==> src/design/cbts_pkg.sv <==
// Package for the CAN bit timing solver: sequencer states, limits and the segment split.
`timescale 1ns / 1ps

package cbts_pkg;

  typedef enum logic [2:0] {
    ST_IDLE,
    ST_QUOT,
    ST_SCAN,
    ST_REM,
    ST_TEST,
    ST_EVAL,
    ST_FAIL
  } cbts_state_t;

  typedef struct packed {
    logic       ok;
    logic [3:0] s1_code;
    logic [2:0] s2_code;
  } cbts_seg_t;

  localparam int unsigned CLK_W   = 30;
  localparam int unsigned RATE_W  = 24;
  localparam int unsigned PROD_W  = 15;
  localparam int unsigned SUM_W   = 5;
  localparam int unsigned CNT_W   = 5;

  localparam logic [CNT_W-1:0]  QUOT_LAST = 5'd29;   // one step per dividend bit
  localparam logic [CNT_W-1:0]  REM_LAST  = 5'd14;
  localparam logic [RATE_W-1:0] FAST_RATE = 24'd1000000;
  localparam logic [SUM_W-1:0]  SUM_FAST  = 5'd9;
  localparam logic [SUM_W-1:0]  SUM_SLOW  = 5'd16;
  localparam logic [SUM_W-1:0]  SUM_MIN   = 5'd2;
  localparam logic [CLK_W-1:0]  PROD_MAX  = 30'd17408; // 1024 prescale * 17 quanta
  localparam logic [PROD_W-1:0] PRESC_MAX = 15'd1024;
  localparam logic [CLK_W-1:0]  CLK_RESET = 30'd80000000;

  // Split the segment sum toward a 7/8 sample point; drop to truncation above 900 permille.
  function automatic cbts_seg_t seg_split(input logic [SUM_W-1:0] sum);
    cbts_seg_t        res;
    logic [7:0]       s1w;
    logic [15:0]      lhs;
    logic [15:0]      rhs;
    logic [SUM_W-1:0] s1;
    logic [SUM_W-1:0] s2;
    s1w = (8'(sum) * 8'd7 + 8'd3) >> 3;
    s1  = s1w[SUM_W-1:0];
    lhs = 16'd1000 * 16'(s1 + 5'd1);
    rhs = 16'd901 * 16'({1'b0, sum} + 6'd1);
    if (lhs >= rhs) begin
      s1w = (8'(sum) * 8'd7 - 8'd1) >> 3;
      s1  = s1w[SUM_W-1:0];
    end
    s2 = sum - s1;
    res.ok      = (s1 >= 5'd1) && (s1 <= 5'd16) && (s2 >= 5'd1) && (s2 <= 5'd8);
    res.s1_code = 4'(s1 - 5'd1);
    res.s2_code = 3'(s2 - 5'd1);
    return res;
  endfunction

endpackage

==> src/design/can_bit_timing_solver_core.sv <==
// CAN bit timing solver: one shared restoring divider stepped by a small sequencer.
//
//   channel  | ports                                              | handshake
//   ---------+----------------------------------------------------+---------------------------
//   input    | in_bitrate                                         | start && !busy
//   result   | out_ok, out_prescaler_code, out_seg1_code/seg2_code | out_valid, one-cycle strobe
//   config   | cfg_wr_data                                        | cfg_wr_en
//
// A word divides clock_hz by the bitrate, one divider step per dividend bit, then passes a
// scan state, then runs 15 remainder steps and a test for each segment sum tried (1 to 15
// sums), then an evaluation state. A zero bitrate or an out-of-range quotient ends early.
// rst_n is synchronous; it idles the sequencer and restores clock_hz to 80 MHz.
// The receiver cannot stall; busy stays high until the result strobe is issued.
`timescale 1ns / 1ps

module can_bit_timing_solver_core (
  input  logic        clk,
  input  logic        rst_n,
  input  logic        start,
  output logic        busy,
  input  logic [23:0] in_bitrate,
  input  logic        cfg_wr_en,
  input  logic [29:0] cfg_wr_data,
  output logic        out_valid,
  output logic        out_ok,
  output logic [9:0]  out_prescaler_code,
  output logic [3:0]  out_seg1_code,
  output logic [2:0]  out_seg2_code
);
  import cbts_pkg::*;

  cbts_state_t       state_r, state_nxt;
  logic [CLK_W-1:0]  clock_hz_r;
  logic [CLK_W-1:0]  q_r;
  logic [RATE_W-1:0] rem_r;
  logic [RATE_W-1:0] div_r;
  logic [CNT_W-1:0]  cnt_r;
  logic [SUM_W-1:0]  sum_r;
  logic [PROD_W-1:0] prod_r;
  logic [RATE_W-1:0] rem0_r;

  logic              out_valid_r;
  logic              out_ok_r;
  logic [9:0]        out_presc_r;
  logic [3:0]        out_seg1_r;
  logic [2:0]        out_seg2_r;

  // shared divider step
  logic [RATE_W:0]   r_sh;
  logic              ge;
  logic [RATE_W:0]   r_diff;
  logic [RATE_W-1:0] rem_step;
  logic [CLK_W-1:0]  q_step;

  logic              prod_bad;
  logic              last_step;
  logic              retry;
  logic [SUM_W-1:0]  sum_sel;
  logic [PROD_W-1:0] prod_sel;
  cbts_seg_t         seg;
  logic [PROD_W-1:0] presc;
  logic              eval_ok;

  logic              ld_quot;
  logic              step;
  logic              ld_rem;
  logic              save_prod;
  logic              rpt;
  logic              rpt_ok;

  assign r_sh     = {rem_r, q_r[CLK_W-1]};
  assign ge       = r_sh >= {1'b0, div_r};
  assign r_diff   = r_sh - {1'b0, div_r};
  assign rem_step = ge ? r_diff[RATE_W-1:0] : r_sh[RATE_W-1:0];
  assign q_step   = {q_r[CLK_W-2:0], ge};

  assign prod_bad  = (q_r == '0) || (q_r > PROD_MAX);
  assign last_step = (cnt_r == '0);
  assign retry     = (rem_r != '0) && (sum_r > SUM_MIN);
  assign sum_sel   = (state_r == ST_TEST) ? (sum_r - 5'd1) : sum_r;
  assign prod_sel  = (state_r == ST_TEST) ? prod_r : q_r[PROD_W-1:0];

  assign seg     = seg_split(sum_r);
  assign presc   = q_r[PROD_W-1:0];
  assign eval_ok = (presc != '0) && (presc <= PRESC_MAX) && seg.ok &&
                   (rem0_r < RATE_W'(prod_r));

  // next state
  always_comb begin
    state_nxt = state_r;
    unique case (state_r)
      ST_IDLE: if (start) begin
        state_nxt = (in_bitrate == '0) ? ST_FAIL : ST_QUOT;
      end
      ST_QUOT: if (last_step) begin
        state_nxt = ST_SCAN;
      end
      ST_SCAN: state_nxt = prod_bad ? ST_FAIL : ST_REM;
      ST_REM: if (last_step) begin
        state_nxt = ST_TEST;
      end
      ST_TEST: begin
        priority if (rem_r == '0) state_nxt = ST_EVAL;
        else if (retry)           state_nxt = ST_REM;
        else                      state_nxt = ST_FAIL;
      end
      ST_EVAL: state_nxt = ST_IDLE;
      ST_FAIL: state_nxt = ST_IDLE;
      default: state_nxt = ST_IDLE;
    endcase
  end

  // sequencer controls
  always_comb begin
    ld_quot   = 1'b0;
    step      = 1'b0;
    ld_rem    = 1'b0;
    save_prod = 1'b0;
    rpt       = 1'b0;
    rpt_ok    = 1'b0;
    unique case (state_r)
      ST_IDLE: ld_quot = start;
      ST_QUOT: step = 1'b1;
      ST_SCAN: begin
        save_prod = 1'b1;
        ld_rem    = !prod_bad;
      end
      ST_REM:  step = 1'b1;
      ST_TEST: ld_rem = retry;
      ST_EVAL: begin
        rpt    = 1'b1;
        rpt_ok = eval_ok;
      end
      ST_FAIL: rpt = 1'b1;
      default: ;
    endcase
  end

  always_ff @(posedge clk) begin
    if (!rst_n) begin
      state_r     <= ST_IDLE;
      clock_hz_r  <= CLK_RESET;
      out_valid_r <= 1'b0;
    end else begin
      state_r     <= state_nxt;
      out_valid_r <= rpt;
      if (cfg_wr_en) begin
        clock_hz_r <= cfg_wr_data;
      end
    end
  end

  // datapath
  always_ff @(posedge clk) begin
    if (ld_quot) begin
      q_r   <= clock_hz_r;
      rem_r <= '0;
      div_r <= in_bitrate;
      cnt_r <= QUOT_LAST;
      sum_r <= (in_bitrate >= FAST_RATE) ? SUM_FAST : SUM_SLOW;
    end else if (step) begin
      q_r   <= q_step;
      rem_r <= rem_step;
      cnt_r <= cnt_r - 5'd1;
    end else if (ld_rem) begin
      // dividend sits in the top bits; 15 steps leave the quotient in the low bits
      q_r   <= {prod_sel, {(CLK_W-PROD_W){1'b0}}};
      rem_r <= '0;
      div_r <= RATE_W'({1'b0, sum_sel} + 6'd1);
      cnt_r <= REM_LAST;
      sum_r <= sum_sel;
    end
    if (save_prod) begin
      prod_r <= q_r[PROD_W-1:0];
      rem0_r <= rem_r;
    end
    if (rpt) begin
      out_ok_r    <= rpt_ok;
      out_presc_r <= rpt_ok ? 10'(presc - 15'd1) : '0;
      out_seg1_r  <= rpt_ok ? seg.s1_code : '0;
      out_seg2_r  <= rpt_ok ? seg.s2_code : '0;
    end
  end

  assign busy               = (state_r != ST_IDLE);
  assign out_valid          = out_valid_r;
  assign out_ok             = out_ok_r;
  assign out_prescaler_code = out_presc_r;
  assign out_seg1_code      = out_seg1_r;
  assign out_seg2_code      = out_seg2_r;

endmodule
==> config.mk <==
export PLATFORM = sky130hd
export DESIGN_NAME = can_bit_timing_solver_core
export DESIGN_NICKNAME = d
export VERILOG_FILES = /design/src/design/cbts_pkg.sv /design/src/design/can_bit_timing_solver_core.sv
export SDC_FILE = /design/constraint.sdc
export NUM_CORES = 1
export LEC_CHECK = 0
export ABC_AREA = 1
export CAP_MARGIN = 20
export CORE_MARGIN = 2
export CORE_UTILIZATION = 39
export DETAILED_ROUTE_END_ITERATION = 6
export DONT_BUFFER_PORTS = 1
export SYNTH_ARGS = -nofsm -noshare
export SYNTH_HDL_FRONTEND = slang
export SYNTH_SLANG_ARGS = --single-unit
export TNS_END_PERCENT = 5
==> constraint.sdc <==
create_clock -name clk -period 9.7 [get_ports clk]
set_input_delay 0.485 -clock clk [delete_from_list [all_inputs] [get_ports clk]]
set_output_delay 0.485 -clock clk [all_outputs]
set_load 0.02 [all_outputs]
==> results of run 1 <==
-- cell type report --
type	count	area (µm²)	area share, %
multi-input combinational	1091	7080	50.7
sequential	179	4740	34.0
inverter	250	941	6.74
tap	442	553	3.96
clock buffer	17	425	3.05
clock inverter	15	140	1.00
timing repair buffer	8	72.6	0.520
-- worst paths after layout --
kind	cells after the start	endpoint	slack, ns	startpoint
worst max-delay path	44	out_seg1_code[0]$_SDFFCE_PN0P_	0.74	sum_r[2]$_SDFFCE_PP0P_
worst min-delay path	1	clock_hz_r[10]$_SDFFE_PN1P_	0.13	rst_n
worst max register to register	44	out_seg1_code[0]$_SDFFCE_PN0P_	0.74	sum_r[2]$_SDFFCE_PP0P_
worst min register to register	2	clock_hz_r[18]$_SDFFE_PN1P_	0.48	clock_hz_r[18]$_SDFFE_PN1P_
-- synth_stat cells (2+ instances only) --
library cell,count
buf_2,4
clkbuf_1,29
xnor2_1,19
a31oi_1,21
nand3b_1,3
xor2_1,42
nor2_4,3
edfxtp_1,116
o31ai_1,3
nor3_2,10
a21o_1,6
a32o_1,4
o311ai_0,4
ha_1,137
inv_1,238
nor4_1,16
nor2_2,4
nor2_1,152
dfxtp_1,63
nand4_1,14
a21oi_1,70
buf_6,2
o211ai_1,24
o21bai_1,8
nand3_1,80
nand2_2,16
nand2_1,261
fa_1,19
nor3b_1,2
nand3_4,2
nand3_2,12
or2_2,3
o21ai_1,4
inv_2,10
a21oi_2,2
nand2_4,12
nor3_1,21
o21ai_0,102
-- worst register-to-register path, delay by kind of cell (launching register included) --
kind                     cells  cell delay, ns
XOR/XNOR                     3            0.59
AO/OA/AOI/OAI                5            0.73
AND/OR/NAND/NOR             15            1.96
buffers and inverters        9            0.85
flip-flops                   1            0.70
adder cells (fa/ha/maj)     12            3.95
-- through the flow --
step | std cells | hold slack [ns]
floorplan | 1557 | 0.429
global placement | 1969 | 0.457
detailed placement | 1969 | 0.456
CTS | 2001 | 0.121
global route | 2002 | 0.123
finish | 2002 | 0.130
-- layer usage --
metal / track usage [%] / up-vias
met5: 0 / -
met4: 3.31 / 0
met3: 3.23 / 21
met2: 27.4 / 267
met1: 26.2 / 4688
li1: - / 5165
-- state kept, by name (all words and copies together), names as in the netlist --
| name | flops |
|---|---|
| clock_hz_r | 30 |
| cnt_r | 5 |
| div_r | 24 |
| out_ok | 1 |
| out_prescaler_code | 10 |
| out_seg1_code | 4 |
| out_seg2_code | 3 |
| out_valid | 1 |
| prod_r | 15 |
| q_r | 30 |
| rem0_r | 24 |
| rem_r | 24 |
| state_r | 3 |
| sum_r | 5 |
-- cells by family (layout without fill, tap and decap cells) --
family | after synthesis | in the layout | share of synthesized area (%)
AOI/OAI and AO/OA | 256 | 256 | 11.5
xor gates and xnor gates | 62 | 62 | 4.35
adders and majority gates | 156 | 156 | 16.2
buffers and inverters | 287 | 290 | 8.55
DFF | 179 | 179 | 36.8
other | 1 | 1 | 0.0291
and+or+nand+nor | 616 | 616 | 22.6
==> metrics.cfg, run 1 <==
[floorplanning]
start_util_pct=39.7
die-area_um2=34600
rows=66
die_h_um=186
dieWidth_um=186
core_area_um2=32500
ios=78

[critical_path]
cp-end-kind=register
path_max_fanout=18
critPathLaunchType=register
cpPeakStageDelay_ns=0.70
crit_type=reg -> reg
crit_family=adder cells
critical_path_buf_inv_count=9
cp.arrival_ns=9.23
critPathSlowestCell=edfxtp_1
worstPathRequired_ns=9.97

[cells_and_area]
final_cell_mix=259 x nand2_1, 237 x inv_1, 151 x nor2_1, 137 x ha_1, 116 x edfxtp_1
final_common_cell=nand2_1
drive_gt1_share_pct=8.01
utilization_pct=42.9
fillCellCount=3277
n_antenna_cell=0
fin_nets=1761
fin_area_um2=14000
area_growth_pct=8.10

[routing]
via_per_inst=5.07
top_layer_used=met4
wl_um=30400
met3_length_um=1630
drc=0
wl_per_cell_um=15.2
firstDrtPassIters=5
dr_total_vias=10100
wl_met1_um=15600
drt_first_iter_violations=722
antenna_left=0
wl_met2_um=13000

[logic_synthesis]
syn_area_per_cell_um2=8.29
synth_area_um2=12900
synth_cells=1557
ys.flop_type=edfxtp_1
synth_top_cell_by_area=edfxtp_1
synth_warnings=0
synth_fp_nets=1771
synth-seq-area-share_pct=36.8
synth.ff_latch_count=179
postSynth.asyncResetShare_pct=0
synth_edf_count=116
ys_types=57
yosysTopAreaCellShare_pct=27.0
synth_area_leaders=edfxtp_1 27%, ha_1 13%, dfxtp_1 9.8%, nand2_1 7.6%, inv_1 6.9%

[sta]
fin_ws_ns=0.738
fin_setup_tns_ns=0
slew_headroom_pct=38.2
max_freq_ghz=0.112
setup-violations-final=0
rsz0062_at_grt=no
finalClockSkew_ns=0.00873
slew_viol_final=0
hold_viol=0
layout_min_cycle_time_ns=8.96
worstMarginPinSlew_ns=0.925
period_share_pct=92.4

[min_path]
hold_path.class=in -> reg

[clock_tree]
postCtsSetupBuffers=0
worstSkewPairLatency_ns=0.44
cts_tree=built
cts-htree-levels=4
clock-root-buffer=clkbuf_16
clk_pin_slew_ns=0.07
cts_buffer_depth=2
cts.sinks=179
post_cts_resized=0
numCtsBuffers=17
ctsHoldBuffers=0

[placement]
dp_hpwl_um=23700
gp_congestion=0.908
placed_area_um2=13400
portBuffers=0
place_worst_setup_slack_ns=0.705

[flow_run]
drv_cap=0

[grt]
antenna_found_initial=0
grt-ovfl-total=0
grt_max_degree=49
grt_pass1_vias=9506
grt_pass1_wl_um=48400
grt_usage_pct=17.8

[outcome]
status=finished clean

Power of run 1 is left out: the tool's default activity adds up to more than one toggle a clock period on the data nets, which glitch-free logic cannot reach.
==> run 2: changes to the inputs <==
--- a/config.mk
+++ b/config.mk
@@ -6,11 +6,11 @@
 export NUM_CORES = 1
 export LEC_CHECK = 0
 export ABC_AREA = 1
+export BUFFER_PORTS_ARGS = -buffer_cell sky130_fd_sc_hd__buf_2
 export CAP_MARGIN = 20
 export CORE_MARGIN = 2
 export CORE_UTILIZATION = 39
 export DETAILED_ROUTE_END_ITERATION = 6
-export DONT_BUFFER_PORTS = 1
 export SYNTH_ARGS = -nofsm -noshare
 export SYNTH_HDL_FRONTEND = slang
 export SYNTH_SLANG_ARGS = --single-unit
==> constraint.sdc (replaced) <==
create_clock -name clk -period 9.35 [get_ports clk]
set_input_delay 0.4675 -clock clk [delete_from_list [all_inputs] [get_ports clk]]
set_output_delay 0.4675 -clock clk [all_outputs]
set_load 0.02 [all_outputs]
==> run 2 against run 1 <==
Compared with the run above: setup slack got worse by 0.0053 ns; clock-buffer cell count unchanged; final cell count increased by 4.3%; core utilization increased by 1.6 points; via count increased by 3.0%; non-clock buffer count increased by 86; highest routed layer unchanged; die area unchanged; maximum frequency increased by 4.0%; wire length decreased by 0.37%; global-route usage increased by 0.31 points.
==> metrics.cfg, run 2 (synthesized netlist as in run 1, its figures left out) <==
[grt]
grt_max_degree=58  ; +18%
grt_pass1_vias=9830  ; +3.4%
grt_usage_pct=18.1  ; +0.31 points
antenna_found_initial=0  ; unchanged
grt_pass1_wl_um=49500  ; +2.3%
grt-ovfl-total=0  ; unchanged

[cells_and_area]
final_cell_mix=259 x nand2_1, 237 x inv_1, 151 x nor2_1, 137 x ha_1, 116 x edfxtp_1
final_common_cell=nand2_1
fillCellCount=3265  ; -0.37%
drive_gt1_share_pct=12.9  ; +4.9 points
fin_area_um2=14500  ; +3.7%
reg.largest.list=clock_hz_r (30), q_r (30)
n_antenna_cell=0  ; unchanged
area_growth_pct=12.1
fin_nets=1848  ; +4.9%

[critical_path]
cp.arrival_ns=8.80  ; -0.43 ns
cpMostUsedCell=ha_1
critPathLaunchType=register
path_max_fanout=18  ; unchanged
worstPathRequired_ns=9.54  ; -0.43 ns
cp-end-kind=register
critPathSlowestCell=fa_1
crit_type=reg -> reg
cpPeakStageDelay_ns=0.55  ; -0.15 ns

[routing]
wl_um=30300  ; -0.37%
wl_per_cell_um=14.5  ; -4.5%
firstDrtPassIters=5  ; unchanged
dr_total_vias=10400  ; +3.0%
drt_first_iter_violations=719  ; -0.42%
antenna_left=0  ; unchanged
via_per_inst=5.00  ; -1.3%
drc=0  ; unchanged

[sta]
period_share_pct=92.2  ; -0.23 points
setup-violations-final=0  ; unchanged
worstMarginPinSlew_ns=0.851  ; -0.0745 ns
slew_viol_final=0  ; unchanged
slew_headroom_pct=43.2  ; +5.0 points
finalClockSkew_ns=0.00857  ; -0.000163 ns
fin_setup_tns_ns=0  ; unchanged
hold_viol=0  ; unchanged
rsz0062_at_grt=no
max_freq_ghz=0.116  ; +4.0%
layout_min_cycle_time_ns=8.62  ; -0.345 ns

[min_path]
hold_path.class=in -> reg

[clock_tree]
clk_pin_slew_ns=0.07  ; about the same
cts_tree=built
numCtsBuffers=17  ; unchanged
clock-root-buffer=clkbuf_16
cts.sinks=179  ; unchanged
cts_buffer_depth=2  ; unchanged
ctsHoldBuffers=0  ; unchanged
cts-htree-levels=4  ; unchanged
worstSkewPairLatency_ns=0.44  ; about the same

[outcome]
status=finished clean

[flow_run]
drv_cap=0  ; unchanged

[placement]
portBuffers=77  ; +77
gp_congestion=0.923  ; +1.7%
dp_hpwl_um=23800  ; +0.36%
placed_area_um2=13800  ; +3.0%

[floorplanning]
ios=78  ; unchanged
dieWidth_um=186  ; unchanged
core_area_um2=32500  ; unchanged
rows=66  ; unchanged
die_h_um=186  ; unchanged
die-area_um2=34600  ; unchanged
start_util_pct=39.7  ; unchanged

run 2: repair_timing:
item / in CTS / in global routing
gates resized for setup: 0 / 7
setup buffers: 0 / 7
hold endpoints to repair: 0 / 0
endpoints found under the setup margin: 0 / 18
run 2: path summary, 6_finish.rpt:
check                              start                                   to  slack [ns]  cells past startpoint
min                      cfg_wr_data[13]          clock_hz_r[13]$_SDFFE_PN1P_        0.24                      3
max               sum_r[1]$_SDFFCE_PP0P_  out_prescaler_code[0]$_SDFFCE_PN0P_        0.73                     45
min reg2reg  clock_hz_r[18]$_SDFFE_PN1P_          clock_hz_r[18]$_SDFFE_PN1P_        0.47                      2
max reg2reg       sum_r[1]$_SDFFCE_PP0P_  out_prescaler_code[0]$_SDFFCE_PN0P_        0.73                     45
run 2: through the flow:
| stage | setup slack, ns | hold slack (ns) | utilization, % | instances |
|---|---|---|---|---|
| floorplan | 1.19 | 0.429 | - | 1557 |
| global placement | 0.698 | 0.452 | 42.3 | 2049 |
| detailed placement | 0.388 | 0.457 | 42.3 | 2049 |
| CTS | 0.370 | 0.225 | 44.2 | 2081 |
| global route | 0.0859 | 0.233 | 44.5 | 2089 |
| finish | 0.732 | 0.242 | 44.5 | 2089 |
run 2: final cells by class:
cell class	instances	area, µm²	share of cell area (%)
Tap cell	442	553	3.82
Inverter	250	941	6.51
Sequential cell	179	4740	32.8
Timing Repair Buffer	94	513	3.55
Multi-Input combinational cell	1092	7110	49.2
Clock buffer	17	425	2.94
Clock inverter	15	173	1.19
run 2: per-layer routing:
layer | global-route usage (%) | vias to the layer above | wire length [µm] | part of all wire [%]
met5 | 0 | - | 0 | 0
met4 | 4.57 | 0 | 442 | 1.5
li1 | - | 5343 | - | -
met1 | 26.3 | 4773 | 15400 | 51
met3 | 2.84 | 30 | 1650 | 5.4
met2 | 28.1 | 296 | 12800 | 42
run 2: worst max-delay path: cells and delay by family (launching register included):
family | cells | cell delay [ns]
fa+ha+maj | 12 | 3.89
simple gates | 17 | 1.99
xor+xnor | 4 | 0.74
compound gates | 5 | 0.67
buf+inv | 7 | 0.57
flops | 1 | 0.51
Power of run 2 is left out for the same reason.
==> run 3: changes to the inputs <==
--- a/config.mk
+++ b/config.mk
@@ -8,9 +8,12 @@
 export ABC_AREA = 1
 export BUFFER_PORTS_ARGS = -buffer_cell sky130_fd_sc_hd__buf_2
 export CAP_MARGIN = 20
+export CORE_ASPECT_RATIO = 0.9
 export CORE_MARGIN = 2
 export CORE_UTILIZATION = 39
+export CTS_BUF_LIST = sky130_fd_sc_hd__clkbuf_8
 export DETAILED_ROUTE_END_ITERATION = 6
+export RECOVER_POWER = 25
 export SYNTH_ARGS = -nofsm -noshare
 export SYNTH_HDL_FRONTEND = slang
 export SYNTH_SLANG_ARGS = --single-unit
==> run 3 against run 2 <==
Compared with the run above: core utilization decreased by 0.91 points; via count down 0.56%; clock-buffer cell count unchanged; final area decreased by 1.3%; critical path depth unchanged; non-clock buffer count rose by 1; global-route usage grew 0.21 points; register-to-register slack got worse by 0.11 ns; final cell count shrank 0.91%; wire length rose by 3.1%; clock skew up 0.011 ns.
==> metrics.cfg, run 3 (synthesized netlist as in run 1, its figures left out) <==
[flow_run]
drv_cap=0  ; unchanged

[critical_path]
cpPeakStageDelay_ns=0.56  ; about the same
cp-end-kind=register
crit_type=reg -> reg
critPathSlowestCell=fa_1
crit_family=adder cells
cp.arrival_ns=8.97  ; +0.17 ns
critPathLaunchType=register
critical_path_buf_inv_count=7  ; unchanged
r2r_setup_slack_ns=0.62  ; -0.11 ns
cpMostUsedCell=ha_1
path_max_fanout=18  ; unchanged
worstPathRequired_ns=9.59  ; +0.05 ns

[cells_and_area]
n_antenna_cell=0  ; unchanged
final_cell_mix=259 x nand2_1, 238 x inv_1, 151 x nor2_1, 137 x ha_1, 116 x edfxtp_1
drive_gt1_share_pct=12.5  ; -0.43 points
fin_nets=1849  ; +0.054%
area_growth_pct=10.6
final_common_cell=nand2_1
reg.largest.list=clock_hz_r (30), q_r (30)

[sta]
max_freq_ghz=0.115  ; -1.3%
period_share_pct=93.4  ; +1.2 points
rsz0062_at_grt=no
setup-violations-final=0  ; unchanged
hold_viol=0  ; unchanged
finalClockSkew_ns=0.0192  ; +0.0106 ns
worstMarginPinSlew_ns=1.14  ; +0.287 ns
slew_viol_final=0  ; unchanged
layout_min_cycle_time_ns=8.73  ; +0.113 ns
slew_headroom_pct=24.2  ; -19 points
fin_setup_tns_ns=0  ; unchanged

[grt]
grt_max_degree=59  ; +1.7%
grt_pass1_vias=9764  ; -0.67%
grt-ovfl-total=0  ; unchanged
grt_usage_pct=18.3  ; +0.21 points
antenna_found_initial=0  ; unchanged
grt_pass1_wl_um=50600  ; +2.3%

[clock_tree]
clk_pin_slew_ns=0.11  ; +0.04 ns
cts_tree=built
cts-htree-levels=4  ; unchanged
cts.sinks=179  ; unchanged
numCtsBuffers=17  ; unchanged
worstSkewPairLatency_ns=0.49  ; +0.05 ns
ctsHoldBuffers=0  ; unchanged
clock-root-buffer=clkbuf_8
cts_buffer_depth=2  ; unchanged

[floorplanning]
core_area_um2=32800  ; +0.78%
die_h_um=177  ; -5.0%
rows=63  ; -4.5%
die-area_um2=34600  ; about the same
dieWidth_um=196  ; +5.3%
start_util_pct=39.4  ; -0.31 points
ios=78  ; unchanged

[routing]
wl_um=31300  ; +3.1%
drt_first_iter_violations=734  ; +2.1%
firstDrtPassIters=5  ; unchanged
wl_per_cell_um=15.1  ; +4.0%
antenna_left=0  ; unchanged
dr_total_vias=10400  ; -0.56%
drc=0  ; unchanged
via_per_inst=5.02  ; +0.36%

[placement]
portBuffers=77  ; unchanged
dp_hpwl_um=24500  ; +2.7%
gp_congestion=0.909  ; -1.5%

[outcome]
status=finished clean

[min_path]
hold_path.class=in -> reg

==> run 3: cell count changes in the layout (fill, tap and decap cells not counted), sizes merged <==
cell | previous run | this run
bufinv | 2 | 4
clkinv | 8 | 5
buf | 94 | 88
inv | 253 | 254
clkbuf | 17 | 24
==> run 3: layout make-up <==
type                       instances  area [µm²]
tap                              422         528
sequential                       179        4740
multi-input combinational       1092        7120
clock buffer                      17         234
fill                            3241       18500
clock inverter                    15         201
inverter                         250         941
timing repair buffer              95         512
==> run 3: path summary, 6_finish.rpt <==
kind / startpoint / endpoint / cells after the start
worst max-delay path: sum_r[1]$_SDFFCE_PP0P_ / out_prescaler_code[1]$_SDFFCE_PN0P_ / 45
worst min-delay path: cfg_wr_data[26] / clock_hz_r[26]$_SDFFE_PN1P_ / 3
worst max register to register: sum_r[1]$_SDFFCE_PP0P_ / out_prescaler_code[1]$_SDFFCE_PN0P_ / 45
worst min register to register: clock_hz_r[12]$_SDFFE_PN1P_ / clock_hz_r[12]$_SDFFE_PN1P_ / 2
==> run 3: repair_timing <==
| action | 4_1_cts | 5_1_grt |
|---|---|---|
| buffers inserted | 0 | 7 |
| setup endpoints to repair | 0 | 18 |
| gates resized for setup | 0 | 7 |
==> run 3: tightest hold or removal path, stage by stage <==
cell and delay (ns):
buf_2 0.08, nand2_1 0.04, nand3_1 0.07
==> run 3: stage by stage <==
stage               util [%]  cell area (µm²)  setup slack (ns)  std cells  hold WS, ns
detailed placement      41.9            13800             0.300       2030        0.458
finish                  43.5            14300             0.620       2070        0.186
global route            43.5            14300            0.0127       2070        0.195
floorplan                  -            12900              1.19       1557        0.429
CTS                     43.3            14200             0.265       2062        0.176
global placement        41.9            13800             0.587       2030        0.445
==> run 3: routing by layer <==
layer / vias to the layer above / share of wire, % / global-route usage (%)
li1: 5339 / - / -
met1: 4769 / 53 / 28.1
met2: 257 / 41 / 27.5
met3: 19 / 5.2 / 2.79
met4: 0 / 0.88 / 3.19
met5: - / 0 / 0
Power of run 3 is left out for the same reason.
